### src/rtl/core/tpit_dot3.sv
// shared three-lane signed multiply and sum unit with registered result
module tpit_dot3 #(
    parameter int XW = 20,
    parameter int YW = 19
) (
    input  logic                     clk,
    input  logic                     en,
    input  logic signed [XW-1:0]     x [3],
    input  logic signed [YW-1:0]     y [3],
    output logic signed [XW+YW+1:0] sum
);

    localparam int MW = XW + YW + 2;

    logic signed [MW-1:0] prod [3];
    logic signed [MW-1:0] sum_reg;
    logic signed [MW-1:0] sum_next;

    always_comb
    begin
        for (int m = 0; m < 3; m++)
        begin
            prod[m] = MW'(x[m]) * MW'(y[m]);
        end
        sum_next = prod[0] + prod[1] + prod[2];
    end

    always_ff @(posedge clk)
    begin
        if (en)
        begin
            sum_reg <= sum_next;
        end
    end

    assign sum = sum_reg;

endmodule

### config.mk
export PLATFORM = sky130hd
export DESIGN_NAME = tpit_dot3
export DESIGN_NICKNAME = d
export VERILOG_FILES = /design/src/rtl/core/tpit_dot3.sv
export SDC_FILE = /design/constraint.sdc
export NUM_CORES = 2
export LEC_CHECK = 0
export BUFFER_PORTS_ARGS = -buffer_cell sky130_fd_sc_hd__buf_2
export CAP_MARGIN = 20
export CORE_MARGIN = 1
export CORE_UTILIZATION = 60
export DETAILED_ROUTE_END_ITERATION = 7
export PLACE_DENSITY = 0.8
export SLEW_MARGIN = 25
export SYNTH_ARGS = -nofsm -noshare
export SYNTH_HDL_FRONTEND = slang
export SYNTH_SLANG_ARGS = --single-unit
### constraint.sdc
create_clock -name clk -period 10.1 [get_ports clk]
set_input_delay 2.525 -clock clk [delete_from_list [all_inputs] [get_ports clk]]
set_output_delay 2.525 -clock clk [all_outputs]
set_load 0.005 [all_outputs]
==> flow_summary.toml <==
[synthesis]
ys_seq_elements = 41
muxShareOfSynthArea_pct = 0
synth-edff-count = 41
synth-compound-area-share_pct = 1.58
ys.flop_type = "edfxtp_1"
ys_async_sr_fraction_pct = 0
syn_area_per_cell_um2 = 9.57
syn-num-nets = 6439
synth_xor_area_share_pct = 1.16
synth.distinct_cells = 51
synth-seq-area-share_pct = 2.73
synthSimpleGateAreaFrac_pct = 13.3
synth_warnings = 0
syn_area_um2 = 45100
netlist_instances = 4716
synth_top_family_by_area = "adder cells"
synthAdderAreaFrac_pct = 67.1

[hold_path]
hold_path_class = "input pin to flip-flop"
whs_path_depth = 2
hp-start = "en"
worstHoldEndpoint = "sum[30]$_DFFE_PP_"

[global_routing]
grt-ovfl-total = 0
grt_max_degree = 42
track_usage_pct = 31.4
grt_pass1_wl_um = 184000
grt_pass1_vias = 36500
antenna_found_initial = 13

[drt]
ant_nets = 0
drcViolationCount = 2
via_per_inst = 5.27
dr_total_vias = 31500
first_pass_iters = 7
drt_iter0_markers = 1894
avgRoutedWirePerCell_um = 18.5
routed_wl_um = 110000

[final_layout]
nets = 6734
final_cells = 5986
final_core_util_pct = 66.4
layout-drive-gt1-share_pct = 10.9
area.growth.synth_to_final_pct = 9.55
largest_register_ffs = 41

[timing]
period_minus_slack_ns = 9.94
rsz0062_at_grt = "yes"
worst_pin_slew_ns = 0.679
fmax_ghz = 0.101
slew_viol_final = 0
slew_headroom_pct = 54.8
setup_viol = 0
period_share_pct = 98.4
finalHoldViolations = 0

[critical_path]
cp.required_ns = 10.20
arrival_ns = 10.03
cpMaxStageDelayCell = "fa_1"
path_max_fanout = 16
crit_path_end_kind = "flip-flop"
cpMostUsedCell = "fa_1"
slowest_delay_ns = 0.62
crit_family = "adder cells"
cp-start-kind = "input pin"
worstSetupPathType = "input pin to flip-flop"
critPathBufInv = 7

[floorplanning]
rows = 100
start_util_pct = 60.6
chipWidth_um = 276
die_y_um = 276
dieArea_um2 = 76300
fp.coreArea_um2 = 74400
ios = 160

[clocking]
numCtsBuffers = 5
htreeDepth = 2
root_buffer = "clkbuf_16"
cts.path.max_buffers = 2
cts_tree = "built"
clkTransAtPathRegs_ns = 0.08
clkSinkCount = 41
cts_hold_repair.buffers = 0

[flow_run]
cap_viol_max_count = 0

[status]
status = "finished with violations"
violations = "design-rule violations"

[placement]
dp.final_hpwl_um = 100000
numPortBuffers = 159
dp.cells = 5970
place.gp.congestion = 0.943
## cell usage after synthesis, types with 2 or more instances
master    instances  area [µm²]
a211o_1           4        35.0
a211oi_1          2        15.0
a211oi_2          2        25.0
a21boi_0          2        15.0
a21o_1           12        90.1
a21oi_1          33         165
a21oi_2           7        61.3
a31oi_1           4        25.0
and2_1          519        3250
and3_1            3        18.8
and4_2            2        20.0
buf_1             4        15.0
clkbuf_1        201         754
edfxtp_1         41        1230
fa_1           1360       27200
ha_1            244        3050
inv_1          1487        5580
nand2_1         587        2200
nand2b_1         37         231
nand3_1          10        50.1
nor2_1           42         158
nor2b_1           2        12.5
nor3_1            4        20.0
o211ai_1          3        22.5
o21a_1            3        22.5
o21ai_0          11        55.1
o21ai_1           3        15.0
o21bai_1          5        37.5
or3_1             2        12.5
xnor2_1          46         403
xor2_1           14         123
## per-layer routing
metal	global-route usage, %	vias up	share of wire [%]
met5	0	-	0.093
li1	-	13500	-
met3	3.83	395	5.6
met1	36.6	16500	34
met4	18.7	16	7.2
met2	55.8	1113	53
## what timing repair did
item,CTS,global route
endpoints found under the setup margin,3,13
gates resized for setup,2,74
setup buffers,0,3
pin swaps,1,37
cloned,0,0
## metrics by stage
stage	hold slack, ns	instance area, µm²	TNS (ns)	setup slack [ns]
2_1_floorplan	2.64	45100	0	0.00224
3_3_place_gp	2.92	49000	-1.71	-0.274
3_5_place_dp	2.92	49000	-3.07	-0.408
4_1_cts	2.87	49200	0	0.00750
5_1_grt	2.89	49400	-0.0403	-0.0289
6_report	2.86	49400	0	0.161
## cell type report
cell class,instances,area [µm²]
diodes,5,12.5
clock buffers,5,125
clock inverters,3,68.8
fillers,5721,25000
inverters,1489,5590
multi-input cells,2981,37700
flip-flops and latches,41,1230
well taps,969,1210
repair buffers,493,3500
## cell families (layout without fill, tap and decap cells)
| family | after synthesis | in the layout |
|---|---|---|
| buffers and inverters | 1694 | 1990 |
| AOI/OAI and AO/OA | 104 | 104 |
| and+or+nand+nor | 1213 | 1213 |
| other | 0 | 5 |
| adders and majority gates | 1604 | 1604 |
| xor gates and xnor gates | 60 | 60 |
| DFF | 41 | 41 |
## worst max path at each step
stage,start,endpoint,slack (ns),depth (start not counted)
final,x[7],sum[33]$_DFFE_PP_,0.16,26
after global placement,x[39],sum[40]$_DFFE_PP_,-0.27,26
after CTS,x[52],sum[40]$_DFFE_PP_,0.007,28
after global routing,x[15],sum[33]$_DFFE_PP_,-0.03,30
after detailed placement,x[39],sum[40]$_DFFE_PP_,-0.41,29
after floorplan,x[54],sum[40]$_DFFE_PP_,0.002,28
## layout by cell type (no fill, tap or decap), types with 8 or more instances in the layout
| master | count |
|---|---|
| fa_2 | 8 |
| xor2_1 | 14 |
| buf_4 | 332 |
| clkbuf_4 | 27 |
| xnor2_1 | 45 |
| edfxtp_1 | 41 |
| nand2b_1 | 37 |
| buf_12 | 8 |
| and2_1 | 517 |
| o21ai_0 | 11 |
| fa_1 | 1352 |
| nor2_1 | 42 |
| ha_1 | 243 |
| nand2_1 | 583 |
| a21o_1 | 12 |
| a21oi_1 | 30 |
| inv_1 | 1484 |
| a21oi_2 | 8 |
| buf_2 | 124 |
| nand3_1 | 10 |
Power is not shown: default switching activity piles up to over one toggle a cycle in this logic, so the estimate is an artifact.
